--- src/rtl/czmd_pkg.sv ---
// ----------------------------------------------------------------------------
// czmd_pkg
// Shared types and constants of the color zone motion detector.
// ----------------------------------------------------------------------------
package czmd_pkg;

  localparam int unsigned MAX_COLUMNS = 2048;
  localparam int unsigned COL_W       = $clog2(MAX_COLUMNS);
  localparam int unsigned FW_W        = COL_W + 1;
  localparam int unsigned CH_W        = 8;
  localparam int unsigned OUT_CNT_W   = 20;
  localparam int unsigned CFG_IDX_W   = 3;
  localparam int unsigned CFG_DATA_W  = 20;

  typedef enum logic [CFG_IDX_W-1:0] {
    CFG_HUE_CENTER  = 3'd0,
    CFG_SAT_CENTER  = 3'd1,
    CFG_VAL_CENTER  = 3'd2,
    CFG_TOLERANCE   = 3'd3,
    CFG_FRAME_WIDTH = 3'd4,
    CFG_HALF_WINDOW = 3'd5,
    CFG_MIN_COUNT   = 3'd6
  } cfg_idx_e;

  typedef enum logic [1:0] {
    ZONE_MIDDLE = 2'd0,
    ZONE_LOW    = 2'd1,
    ZONE_HIGH   = 2'd2,
    ZONE_NONE   = 2'd3
  } zone_e;

  localparam logic [CH_W-1:0]      HUE_CENTER_RST  = 8'd10;
  localparam logic [CH_W-1:0]      SAT_CENTER_RST  = 8'd255;
  localparam logic [CH_W-1:0]      VAL_CENTER_RST  = 8'd255;
  localparam logic [CH_W-1:0]      TOLERANCE_RST   = 8'd100;
  localparam logic [FW_W-1:0]      FRAME_WIDTH_RST = 12'd640;
  localparam logic [COL_W-1:0]     HALF_WINDOW_RST = 11'd120;
  localparam logic [OUT_CNT_W-1:0] MIN_COUNT_RST   = 20'd100;

  typedef struct packed {
    logic [CH_W-1:0]      hue_center;
    logic [CH_W-1:0]      sat_center;
    logic [CH_W-1:0]      val_center;
    logic [CH_W-1:0]      tolerance;
    logic [FW_W-1:0]      frame_width;
    logic [COL_W-1:0]     half_window;
    logic [OUT_CNT_W-1:0] min_count;
  } cfg_t;

  typedef struct packed {
    logic [CH_W-1:0]  hue;
    logic [CH_W-1:0]  saturation;
    logic [CH_W-1:0]  brightness;
    logic [COL_W-1:0] column;
    logic             end_of_frame;
  } pix_in_t;

  typedef struct packed {
    logic                 mask_bit;
    logic                 frame_done;
    logic [1:0]           zone_position;
    logic                 position_changed;
    logic [OUT_CNT_W-1:0] middle_count;
    logic [OUT_CNT_W-1:0] low_count;
    logic [OUT_CNT_W-1:0] high_count;
  } res_out_t;

  typedef struct packed {
    logic mask;
    logic in_mid;
    logic in_low;
    logic in_high;
    logic eof;
  } cls_t;

endpackage

--- src/rtl/czmd_cfg_regs.sv ---
// ----------------------------------------------------------------------------
// czmd_cfg_regs
// Configuration register file with reset values and a plain write port.
// ----------------------------------------------------------------------------
module czmd_cfg_regs
  import czmd_pkg::*;
(
  input  logic                  clk_i,
  input  logic                  rst_ni,
  input  logic                  cfg_we_i,
  input  logic [CFG_IDX_W-1:0]  cfg_idx_i,
  input  logic [CFG_DATA_W-1:0] cfg_wdata_i,
  output cfg_t                  cfg_o
);

  cfg_t cfg_d, cfg_q;

  always_comb begin
    cfg_d = cfg_q;
    if (cfg_we_i) begin
      unique case (cfg_idx_e'(cfg_idx_i))
        CFG_HUE_CENTER:  cfg_d.hue_center  = cfg_wdata_i[CH_W-1:0];
        CFG_SAT_CENTER:  cfg_d.sat_center  = cfg_wdata_i[CH_W-1:0];
        CFG_VAL_CENTER:  cfg_d.val_center  = cfg_wdata_i[CH_W-1:0];
        CFG_TOLERANCE:   cfg_d.tolerance   = cfg_wdata_i[CH_W-1:0];
        CFG_FRAME_WIDTH: cfg_d.frame_width = cfg_wdata_i[FW_W-1:0];
        CFG_HALF_WINDOW: cfg_d.half_window = cfg_wdata_i[COL_W-1:0];
        CFG_MIN_COUNT:   cfg_d.min_count   = cfg_wdata_i[OUT_CNT_W-1:0];
        default:         cfg_d = cfg_q;
      endcase
    end
  end

  always_ff @(posedge clk_i or negedge rst_ni) begin
    if (!rst_ni) begin
      cfg_q.hue_center  <= HUE_CENTER_RST;
      cfg_q.sat_center  <= SAT_CENTER_RST;
      cfg_q.val_center  <= VAL_CENTER_RST;
      cfg_q.tolerance   <= TOLERANCE_RST;
      cfg_q.frame_width <= FRAME_WIDTH_RST;
      cfg_q.half_window <= HALF_WINDOW_RST;
      cfg_q.min_count   <= MIN_COUNT_RST;
    end else begin
      cfg_q <= cfg_d;
    end
  end

  assign cfg_o = cfg_q;

endmodule

--- src/rtl/czmd_classify.sv ---
// ----------------------------------------------------------------------------
// czmd_classify
// Input register and per-pixel color window and column zone decode.
// ----------------------------------------------------------------------------
module czmd_classify
  import czmd_pkg::*;
(
  input  logic    clk_i,
  input  logic    rst_ni,
  input  cfg_t    cfg_i,
  input  logic    in_valid_i,
  output logic    in_ready_o,
  input  pix_in_t in_data_i,
  output logic    cls_valid_o,
  input  logic    cls_ready_i,
  output cls_t    cls_o
);

  logic    valid_d, valid_q;
  pix_in_t pix_q;
  logic    hue_ok, sat_ok, val_ok;
  logic [COL_W-1:0] half;
  logic [FW_W-1:0]  col_plus_h;
  logic [FW_W-1:0]  half_plus_h;
  logic             in_frame;

  assign in_ready_o = !valid_q || cls_ready_i;

  always_comb begin
    valid_d = valid_q;
    if (in_ready_o) begin
      valid_d = in_valid_i;
    end
  end

  always_ff @(posedge clk_i or negedge rst_ni) begin
    if (!rst_ni) begin
      valid_q <= 1'b0;
    end else begin
      valid_q <= valid_d;
    end
  end

  always_ff @(posedge clk_i) begin
    if (in_valid_i && in_ready_o) begin
      pix_q <= in_data_i;
    end
  end

  // Window tests written without negative bounds: x + tol >= c and x <= c + tol.
  assign hue_ok = ({1'b0, pix_q.hue} + {1'b0, cfg_i.tolerance} >= {1'b0, cfg_i.hue_center})
               && ({1'b0, pix_q.hue} <= {1'b0, cfg_i.hue_center} + {1'b0, cfg_i.tolerance});
  assign sat_ok = ({1'b0, pix_q.saturation} + {1'b0, cfg_i.tolerance}
                   >= {1'b0, cfg_i.sat_center})
               && ({1'b0, pix_q.saturation} <= {1'b0, cfg_i.sat_center}
                   + {1'b0, cfg_i.tolerance});
  assign val_ok = ({1'b0, pix_q.brightness} + {1'b0, cfg_i.tolerance}
                   >= {1'b0, cfg_i.val_center})
               && ({1'b0, pix_q.brightness} <= {1'b0, cfg_i.val_center}
                   + {1'b0, cfg_i.tolerance});

  // Zone bounds compared as column + H against half, avoiding signed values.
  assign half        = cfg_i.frame_width[FW_W-1:1];
  assign col_plus_h  = {1'b0, pix_q.column} + {1'b0, cfg_i.half_window};
  assign half_plus_h = {1'b0, half} + {1'b0, cfg_i.half_window};
  assign in_frame    = {1'b0, pix_q.column} < cfg_i.frame_width;

  assign cls_valid_o    = valid_q;
  assign cls_o.mask     = hue_ok && sat_ok && val_ok;
  assign cls_o.in_mid   = in_frame && (col_plus_h >= {1'b0, half})
                          && ({1'b0, pix_q.column} < half_plus_h);
  assign cls_o.in_low   = in_frame && (col_plus_h <= {1'b0, half});
  assign cls_o.in_high  = in_frame && ({1'b0, pix_q.column} >= half_plus_h);
  assign cls_o.eof      = pix_q.end_of_frame;

endmodule

--- src/rtl/czmd_tracker.sv ---
// ----------------------------------------------------------------------------
// czmd_tracker
// Zone hit counters, end of frame winner decision and result register.
// ----------------------------------------------------------------------------
module czmd_tracker
  import czmd_pkg::*;
#(
  parameter int unsigned COUNT_BITS = 20
) (
  input  logic     clk_i,
  input  logic     rst_ni,
  input  cfg_t     cfg_i,
  input  logic     cls_valid_i,
  output logic     cls_ready_o,
  input  cls_t     cls_i,
  output logic     out_valid_o,
  input  logic     out_ready_i,
  output res_out_t out_data_o
);

  localparam int unsigned CW = (COUNT_BITS > OUT_CNT_W) ? COUNT_BITS : OUT_CNT_W;
  localparam logic [COUNT_BITS-1:0] CNT_MAX = {COUNT_BITS{1'b1}};

  logic                  load;
  logic                  valid_d, valid_q;
  logic [COUNT_BITS-1:0] mid_d, mid_q, low_d, low_q, high_d, high_q;
  logic [COUNT_BITS-1:0] mid_n, low_n, high_n;
  logic [CW-1:0]         mid_x, low_x, high_x, min_x;
  zone_e                 held_d, held_q;
  zone_e                 win;
  logic                  changed;
  res_out_t              res_d, res_q;

  assign cls_ready_o = !valid_q || out_ready_i;
  assign load        = cls_valid_i && cls_ready_o;

  assign mid_n  = (cls_i.mask && cls_i.in_mid && mid_q != CNT_MAX) ?
                  mid_q + 1'b1 : mid_q;
  assign low_n  = (cls_i.mask && cls_i.in_low && low_q != CNT_MAX) ?
                  low_q + 1'b1 : low_q;
  assign high_n = (cls_i.mask && cls_i.in_high && high_q != CNT_MAX) ?
                  high_q + 1'b1 : high_q;

  assign mid_x  = CW'(mid_n);
  assign low_x  = CW'(low_n);
  assign high_x = CW'(high_n);
  assign min_x  = CW'(cfg_i.min_count);

  always_comb begin
    priority if (mid_x > low_x && mid_x > high_x && mid_x > min_x) begin
      win = ZONE_MIDDLE;
    end else if (low_x > mid_x && low_x > high_x && low_x > min_x) begin
      win = ZONE_LOW;
    end else if (high_x > mid_x && high_x > low_x && high_x > min_x) begin
      win = ZONE_HIGH;
    end else begin
      win = ZONE_NONE;
    end
  end

  assign changed = cls_i.eof && (win != ZONE_NONE) && (win != held_q);

  always_comb begin
    valid_d = valid_q;
    mid_d   = mid_q;
    low_d   = low_q;
    high_d  = high_q;
    held_d  = held_q;
    res_d   = res_q;
    if (cls_ready_o) begin
      valid_d = cls_valid_i;
    end
    if (load) begin
      res_d.mask_bit         = cls_i.mask;
      res_d.frame_done       = cls_i.eof;
      res_d.position_changed = changed;
      if (cls_i.eof) begin
        mid_d  = '0;
        low_d  = '0;
        high_d = '0;
        if (changed) begin
          held_d = win;
        end
        res_d.middle_count = mid_x[OUT_CNT_W-1:0];
        res_d.low_count    = low_x[OUT_CNT_W-1:0];
        res_d.high_count   = high_x[OUT_CNT_W-1:0];
      end else begin
        mid_d  = mid_n;
        low_d  = low_n;
        high_d = high_n;
        res_d.middle_count = '0;
        res_d.low_count    = '0;
        res_d.high_count   = '0;
      end
      res_d.zone_position = changed ? win : held_q;
    end
  end

  always_ff @(posedge clk_i or negedge rst_ni) begin
    if (!rst_ni) begin
      valid_q <= 1'b0;
      mid_q   <= '0;
      low_q   <= '0;
      high_q  <= '0;
      held_q  <= ZONE_NONE;
    end else begin
      valid_q <= valid_d;
      mid_q   <= mid_d;
      low_q   <= low_d;
      high_q  <= high_d;
      held_q  <= held_d;
    end
  end

  always_ff @(posedge clk_i) begin
    res_q <= res_d;
  end

  assign out_valid_o = valid_q;
  assign out_data_o  = res_q;

  a_clear_after_frame: assert property (@(posedge clk_i) disable iff (!rst_ni)
    load && cls_i.eof |=> mid_q == '0 && low_q == '0 && high_q == '0)
    else $error("zone counters not cleared after end of frame");

  a_changed_has_zone: assert property (@(posedge clk_i) disable iff (!rst_ni)
    out_valid_o && out_data_o.position_changed |->
      out_data_o.zone_position != ZONE_NONE && out_data_o.frame_done)
    else $error("position change reported without a zone");

  a_quiet_mid_frame: assert property (@(posedge clk_i) disable iff (!rst_ni)
    out_valid_o && !out_data_o.frame_done |->
      out_data_o.middle_count == '0 && out_data_o.low_count == '0 &&
      out_data_o.high_count == '0 && !out_data_o.position_changed)
    else $error("counts shown on a result that does not close a frame");

  a_held_sticky: assert property (@(posedge clk_i) disable iff (!rst_ni)
    held_q != ZONE_NONE |=> held_q != ZONE_NONE)
    else $error("held position returned to none");

endmodule

--- src/rtl/color_zone_motion_detector_unit.sv ---
// ----------------------------------------------------------------------------
// color_zone_motion_detector_unit
// Color window mask per HSV pixel, column zone hit counting and end of frame
// motion position tracking.
// ----------------------------------------------------------------------------
// A result passes the classify input register and then the tracker result register;
// back-pressure from out_ready_i can hold it in either.
// Throughput: one pixel per cycle while out_ready_i does not stall the result register,
// set by the input register and result register pair around a single combinational pass.
// Reset: configuration returns to its default values, zone counters clear and the
// held position reads as none.
module color_zone_motion_detector_unit
  import czmd_pkg::*;
#(
  parameter int unsigned COUNT_BITS = 20
) (
  input  logic                  clk_i,
  input  logic                  rst_ni,
  input  logic                  in_valid_i,
  output logic                  in_ready_o,
  input  pix_in_t               in_data_i,
  output logic                  out_valid_o,
  input  logic                  out_ready_i,
  output res_out_t              out_data_o,
  input  logic                  cfg_we_i,
  input  logic [CFG_IDX_W-1:0]  cfg_idx_i,
  input  logic [CFG_DATA_W-1:0] cfg_wdata_i
);

  cfg_t cfg;
  cls_t cls;
  logic cls_valid;
  logic cls_ready;

  czmd_cfg_regs u_cfg_regs (
    .clk_i       (clk_i),
    .rst_ni      (rst_ni),
    .cfg_we_i    (cfg_we_i),
    .cfg_idx_i   (cfg_idx_i),
    .cfg_wdata_i (cfg_wdata_i),
    .cfg_o       (cfg)
  );

  czmd_classify u_classify (
    .clk_i       (clk_i),
    .rst_ni      (rst_ni),
    .cfg_i       (cfg),
    .in_valid_i  (in_valid_i),
    .in_ready_o  (in_ready_o),
    .in_data_i   (in_data_i),
    .cls_valid_o (cls_valid),
    .cls_ready_i (cls_ready),
    .cls_o       (cls)
  );

  czmd_tracker #(
    .COUNT_BITS (COUNT_BITS)
  ) u_tracker (
    .clk_i       (clk_i),
    .rst_ni      (rst_ni),
    .cfg_i       (cfg),
    .cls_valid_i (cls_valid),
    .cls_ready_o (cls_ready),
    .cls_i       (cls),
    .out_valid_o (out_valid_o),
    .out_ready_i (out_ready_i),
    .out_data_o  (out_data_o)
  );

endmodule
--- config.mk ---
export PLATFORM = sky130hd
export DESIGN_NAME = color_zone_motion_detector_unit
export DESIGN_NICKNAME = d
export VERILOG_FILES = /design/src/rtl/czmd_pkg.sv /design/src/rtl/czmd_cfg_regs.sv /design/src/rtl/czmd_classify.sv /design/src/rtl/czmd_tracker.sv /design/src/rtl/color_zone_motion_detector_unit.sv
export SDC_FILE = /design/constraint.sdc
export NUM_CORES = 1
export LEC_CHECK = 0
export BUFFER_PORTS_ARGS = -buffer_cell sky130_fd_sc_hd__buf_2
export CAP_MARGIN = 20
export CORE_ASPECT_RATIO = 0.6
export CORE_MARGIN = 3
export CORE_UTILIZATION = 59
export DETAILED_ROUTE_END_ITERATION = 6
export PLACE_DENSITY_LB_ADDON = 0.2
export SYNTH_ARGS = -nofsm -noshare
export SYNTH_HDL_FRONTEND = slang
export SYNTH_SLANG_ARGS = --single-unit
--- constraint.sdc ---
create_clock -name clk_i -period 12.85 [get_ports clk_i]
set_input_delay 1.285 -clock clk_i [delete_from_list [all_inputs] [get_ports clk_i]]
set_output_delay 1.285 -clock clk_i [all_outputs]
set_load 0.05 [all_outputs]
* Yosys cells after proc, flatten, opt, wreduce, memory -nomap -nowiden *
Index checks and enable logic that the tools add are counted.

operators by class
  bitwise gates (word level) = 0
  equality and inequality tests = 11
  multiplexer cells = 10
  reductions and logical operators = 38
  multiply operators = 0
  divide/modulo/power cells = 0
  shift operators = 0
  magnitude comparators = 20
  add/sub/neg operators = 11

operators with widths
  cell                                            count
  greater-than comparator 20 bit                  9
  2-to-1 mux 20 bit                               6
  adder 20 x 1 -> 20 bit (second input constant)  3
  inequality test 20 bit (second input constant)  3
  adder 8 x 8 -> 9 bit                            6
  greater-or-equal comparator 9 x 8 -> 1 bit      3
  <= comparator 8 x 9 -> 1 bit                    3
  logical AND 1 bit                               25
  adder 11 x 11 -> 12 bit                         2
  < comparator 11 x 12 -> 1 bit                   2
  AND reduction 2 bit                             8
  greater-or-equal comparator 11 x 12 -> 1 bit    1
  greater-or-equal comparator 12 x 11 -> 1 bit    1
  <= comparator 12 x 11 -> 1 bit                  1
  == test 3 bit (second input constant)           3
  == test 3 x 2 -> 1 bit (second input constant)  2
  2-to-1 mux 2 bit                                3
  == test 3 x 1 -> 1 bit (second input constant)  1
  zero test 3 bit                                 1
  zero test 1 bit                                 2
  logical OR 1 bit                                2
  inequality test 2 bit                           1
  inequality test 2 bit (second input constant)   1
  2-to-1 mux 1 bit                                1

word-level totals
  input port bits = 64
  memory bits (writable) = 0
  memories kept = 0
  output and inout port bits = 67
  word-level logic and storage cells = 115
  latch bits = 0
  ROM bits = 0
  flip-flop bits (word level) = 240

* Logic depth before layout (Yosys ltp) *
  word-level depth = 18
  depth in mapped cells = 30
  gate-level depth less buffers = 28

* Modules after synthesis *
A second synthesis with hierarchy kept.

unflattened totals
  cells, all modules = 1748
  area, all modules = 17500.5 um^2

modules (own cells, without submodules)
  module         times used  cells an instance  sequential area each (um^2)  area each (um^2)
  czmd_tracker   1           974                3530.9                       9014.9
  czmd_classify  1           611                1106.1                       5595.4
  czmd_cfg_regs  1           163                1914.3                       2890.3

* Worst setup path after synthesis *
No wires, ideal clock.

  path kind = register to register
  start = reg u_cfg_regs.cfg_q (netlist bit u_cfg_regs.cfg_o[43])
  end = reg u_tracker.res_q (netlist bit u_tracker.out_data_o[61]), data pin
  stages on the path, launching flop included = 26
  path slack = 6.731 ns
  arrival = 5.864 ns
  data required time = 12.595 ns
  path through = dfrtp_1 ha_1 fa_1 a211oi_1 nor2_1 o22ai_1 xor2_1 ha_1 a211o_1 a211oi_2 o221ai_1 a32o_2 a2111oi_4 clkbuf_1 nand4_1 xnor2_1 inv_1 ha_1 and4_1 nand3_1 nor2_1 a2111oi_0 o311ai_0 nor4_1 nor2_1 o21ba_2

on the way
  word-level cells in the longest chain between the ends = 18
  elaborated cells between the ends (all ways) = 49
  those cells by class = add/sub: 6; order compare: 15; eq/ne: 2; mux: 7; reduce/logical: 19

RTL lines
  item                                                                      RTL line                                  RTL
  start, declared                                                           czmd_cfg_regs.sv:16                       cfg_t cfg_d, cfg_q;
  start signal, assigned                                                    czmd_cfg_regs.sv:44                       cfg_q <= cfg_d;
  adder 8 x 8 -> 9 bit (on tied branches)                                   --
  greater-or-equal comparator 9 x 8 -> 1 bit, or another cell as far along  czmd_classify.sv:51                       assign hue_ok = ({1'b0, pix_q.hue} + {1'b0, cfg_i.tolerance} >= {1'b0, cfg_i.hue_center})
  logical AND 1 bit (on tied branches)                                      czmd_classify.sv:52, czmd_classify.sv:55
  logical AND 1 bit                                                         czmd_classify.sv:69                       assign cls_o.mask = hue_ok && sat_ok && val_ok;
  logical AND 1 bit *                                                       czmd_classify.sv:69
  logical AND 1 bit * (2 in series)                                         czmd_tracker.sv:39                        assign low_n = (cls_i.mask && cls_i.in_low && low_q != CNT_MAX) ?
  2-to-1 mux 20 bit *                                                       czmd_tracker.sv:39
  named net u_tracker.low_n[16]                                             czmd_tracker.sv:27                        logic [COUNT_BITS-1:0] mid_n, low_n, high_n;
  greater-than comparator 20 bit                                            czmd_tracker.sv:54                        end else if (high_x > mid_x && high_x > low_x && high_x > min_x) begin
  logical AND 1 bit (2 in series)                                           czmd_tracker.sv:54
  2-to-1 mux 1 bit                                                          czmd_tracker.sv:54
  2-to-1 mux 2 bit                                                          czmd_tracker.sv:52                        end else if (low_x > mid_x && low_x > high_x && low_x > min_x) begin
  2-to-1 mux 2 bit *                                                        czmd_tracker.sv:50                        priority if (mid_x > low_x && mid_x > high_x && mid_x > min_x) begin
  inequality test 2 bit                                                     czmd_tracker.sv:61                        assign changed = cls_i.eof && (win != ZONE_NONE) && (win != held_q);
  logical AND 1 bit (2 in series)                                           czmd_tracker.sv:61
  2-to-1 mux 2 bit *                                                        czmd_tracker.sv:95                        res_d.zone_position = changed ? win : held_q;
  end signal, assigned                                                      czmd_tracker.sv:116                       res_q <= res_d;
  end, declared                                                             czmd_tracker.sv:32                        res_out_t res_d, res_q;

The timed path passes the listed nets; every way through them passes the cells marked *.
A chain may end at the register's enable or synchronous reset.

* Worst setup path in the final report *
  start = reg u_cfg_regs.cfg_q (netlist bit u_cfg_regs.cfg_o[44])
  end = reg u_tracker.res_q (netlist bit u_tracker.out_data_o[60]), data pin

on the way
  word-level cells in the longest chain between the ends = 17
  elaborated cells between the ends (all ways) = 48
  those cells by class = add/sub: 6; order compare: 15; eq/ne: 2; mux: 6; reduce/logical: 19

RTL lines
  item                                                                      RTL line                                                    RTL
  adder 8 x 8 -> 9 bit (on tied branches)                                   --
  greater-or-equal comparator 9 x 8 -> 1 bit, or another cell as far along  czmd_classify.sv:51
  logical AND 1 bit (on tied branches)                                      czmd_classify.sv:52, czmd_classify.sv:55
  logical AND 1 bit                                                         czmd_classify.sv:69
  logical AND 1 bit *                                                       czmd_classify.sv:69
  logical AND 1 bit (on tied branches) (2 in series)                        czmd_tracker.sv:41, czmd_tracker.sv:37, czmd_tracker.sv:39
  2-to-1 mux 20 bit (on tied branches)                                      czmd_tracker.sv:41, czmd_tracker.sv:37, czmd_tracker.sv:39
  greater-than comparator 20 bit                                            czmd_tracker.sv:54
  logical AND 1 bit (2 in series)                                           czmd_tracker.sv:54
  2-to-1 mux 1 bit                                                          czmd_tracker.sv:54
  2-to-1 mux 2 bit                                                          czmd_tracker.sv:52
  2-to-1 mux 2 bit *                                                        czmd_tracker.sv:50
  inequality test 2 bit                                                     czmd_tracker.sv:61
  logical AND 1 bit                                                         czmd_tracker.sv:61
  logical AND 1 bit *                                                       czmd_tracker.sv:61
  named net u_tracker.changed                                               czmd_tracker.sv:31                                          logic changed;

Marks and branches as above.

==> flow_summary.ini <==
[floorplan]
rows = 49
die_h_microns = 142
fp.coreArea_sq_mm = 0.0302
number_of_top_level_pins = 131
fp.dieW_microns = 233
initial_standard_cell_utilization_of_the_core_pct = 60.4
design.die.area_sq_mm = 0.0331

[hold_path]
worstHoldPathType = register to register
worst_hold_startpoint = u_classify.cls_valid_o

[finish]
final_nets = 2369
n_antenna_cell = 0
ff_latch_area_sq_mm = 0.00655
post_route_cells_drive_above_1_share_pct = 14.7
final_cell_mix = 273 x ha_1, 169 x inv_1, 129 x buf_2
final_cells = 2450
footprint_of_the_multi_input_gates_sq_mm = 0.0108
final_common_cell = ha_1
fillers = 2453
finished_core_util_pct = 66.7
synthToLayoutAreaGrowth_pct = 10.4

[critical_path]
worstPathArrival_ps = 8410
criticalPathCategory = register to register
critical_path_required_ps = 13220
cpLargestDelayFamily = compound AO/OA/AOI/OAI gates
worst-path-max-fanout = 45
worst_r2r_startpoint = u_cfg_regs.cfg_o[44]
timing.critical_path.from_type = register
slowest_delay_ps = 820
crit_path_end_kind = register
source_of_the_critical_timing_path = u_cfg_regs.cfg_o[44]
critical-path-slowest-cell = nor4_1
critical_path.most_common_cell = a21oi_1
timing.critical_path.buf_inv = 1

[timing]
unrepaired_setup_endpoints_after_global_routing = false
layout_min_cycle_time_ps = 8040
timing.final.crit_share_pct = 62.6
skew_ps = 34.8
tns_ps = 0
max_clock_freq_mhz = 124
setup_viol_count_final = 0
max_slew.worst_pin.slew_ps = 1020
report.final.slew_viol_count = 0
finalHoldViolations = 0
slew_headroom_pct = 31.8

[clocking]
cts_buffers = 24
tritoncts = done
clockBufferDepth = 3
clock_insertion_delay_worst_skew_ps = 560
cts_repair_resize_count = 0
clkSinkCount = 240
clk_root_buffer_cell = clkbuf_16
cts_setup_buffers = 0
cts-hold-fix-buffers = 0
cts.clk_slew.worst_paths_ps = 70
h-tree-depth = 1

[global_route]
globalRouteOverflowTotal = 0
pin_count_of_the_biggest_net_entering_global_routing = 75
grt_first_pass_wirelength_microns = 83400
first_global_vias = 14827
initial_antenna_violation_count = 0
grtUsageTotal_pct = 32.2

[detailed_routing]
finalWirelength_microns = 53400
postRouteAntennaNets = 0
vias = 15676
first_iter_violations = 2003
router_iterations_before_antenna_repair = 6
drt_drc_violations_left = 0
avgViaCountPerCell = 6.40
route.detailed.wl_per_inst_microns = 21.8

[logic_synthesis]
ys_dominant_reg_cell = dfrtp_1
synth_area_per_cell_sq_um = 9.54
yosys_register_bits = 240
syn_area_sq_mm = 0.0182
net_count_synth = 2254
synth.distinct_cells = 73
synth_enable_flop_cells = 101
yosys.area.top_type = ha_1
yosys.area.top_type_share_pct = 18.7
number_of_instances_in_the_synthesized_netlist = 1909
synth_top_cells_by_area = ha_1 19%, edfxtp_1 17%, dfrtp_1 15%, dfstp_2 4.6%, inv_1 3.5%
share_of_async_settable_or_async_resettable_flops_after_synthesis_pct = 57.9
synth_sequential_area_ratio_pct = 36.0
yosys_warnings = 0

[run]
max_cap_viol_count = 0

[power_and_ir_drop]
vdd_ir_drop_max_mv = 0.140
report.power.total_mw = 3.42
static-leakage-power_nw = 9.20
power_per_cell_area_mw_per_mm2 = 170

[placed_design]
port-buffer-count = 130
place_inst = 2406
hpwl_microns = 41000
place_congestion = 0.981

[outcome]
status = finished, final reports clean
==> final timing paths <==
| path | to | slack (ps) | cells past startpoint |
|---|---|---|---|
| min reg2reg | u_tracker.out_valid_o | 490 | 1 |
| max | u_tracker.out_data_o[60] | 4810 | 26 |
| max in group asynchronous | u_tracker.mid_q[14] | 10720 | 2 |
| max reg2reg | u_tracker.out_data_o[60] | 4810 | 26 |
| min in group asynchronous | u_cfg_regs.cfg_o[15] | 730 | 1 |
| min | u_tracker.out_valid_o | 490 | 1 |
==> layout make-up <==
class / instances / share of cell area [%]
well taps: 408 / 2.54
repair buffers: 145 / 3.83
clock buffers: 31 / 3.42
inverters: 171 / 3.20
multi-input cells: 1442 / 53.8
flip-flops and latches: 240 / 32.6
clock inverters: 13 / 0.684
==> cells by family after synthesis <==
family                     synth area share [%]
and+or+nand+nor                            15.6
AOI/OAI and AO/OA                          16.0
adders and majority gates                  19.6
muxes                                      3.28
buffers and inverters                      4.73
xor gates and xnor gates                   4.76
DFF                                        36.0
==> worst reg2reg max path, delay by kind of cell, from the launching register on <==
family | cells | cell delay [ps]
simple gates | 5 | 1530
buf+inv | 1 | 460
fa+ha+maj | 3 | 990
compound gates | 15 | 3200
flops | 1 | 730
xor+xnor | 2 | 960
==> sequential cells by signal, indices dropped and copies added (netlist names), 2 cells and up <==
name	flops
u_cfg_regs.cfg_o	75
u_classify.pix_q	35
u_tracker.held_q	2
u_tracker.high_q	20
u_tracker.low_q	20
u_tracker.mid_q	20
u_tracker.out_data_o	65
==> where the power goes <==
group / switching, mW / internal [mW] / leakage (nW)
registers: 0.106 / 0.920 / 2.72
logic: 1.03 / 0.614 / 6.07
clock network: 0.322 / 0.421 / 0.413
==> metrics by stage <==
step | setup slack, ps | hold slack, ps | area [sq um]
2_1_floorplan | 6730 | 424 | 18200
3_3_place_gp | 5430 | 477 | 19300
3_5_place_dp | 5180 | 484 | 19300
4_1_cts | 5120 | 490 | 20100
5_1_grt | 4200 | 522 | 20100
6_report | 4810 | 488 | 20100
==> routing by layer <==
layer	track usage [%]	share of wire (%)
met2	43.4	38
met1	51.8	47
met3	8.38	13
met4	5.73	2.0
met5	0	0
==> cells in the mapped netlist (17+ instances only) <==
cell      count
nand2_1     126
a21oi_1     121
nor2_1      109
inv_1       170
o21ai_0     122
nand4_1      53
mux2_2       46
a31oi_1      24
a211oi_1     19
nand3_1      77
nor3_1       26
edfxtp_1    101
xor2_1       31
and2_1       26
dfrtp_1     107
nor2b_1      17
clkbuf_1     50
and3_1       23
ha_1        273
a21o_1       32
dfstp_2      32
o31ai_1      28
xnor2_1      68
(Power assumes the default switching activity.)
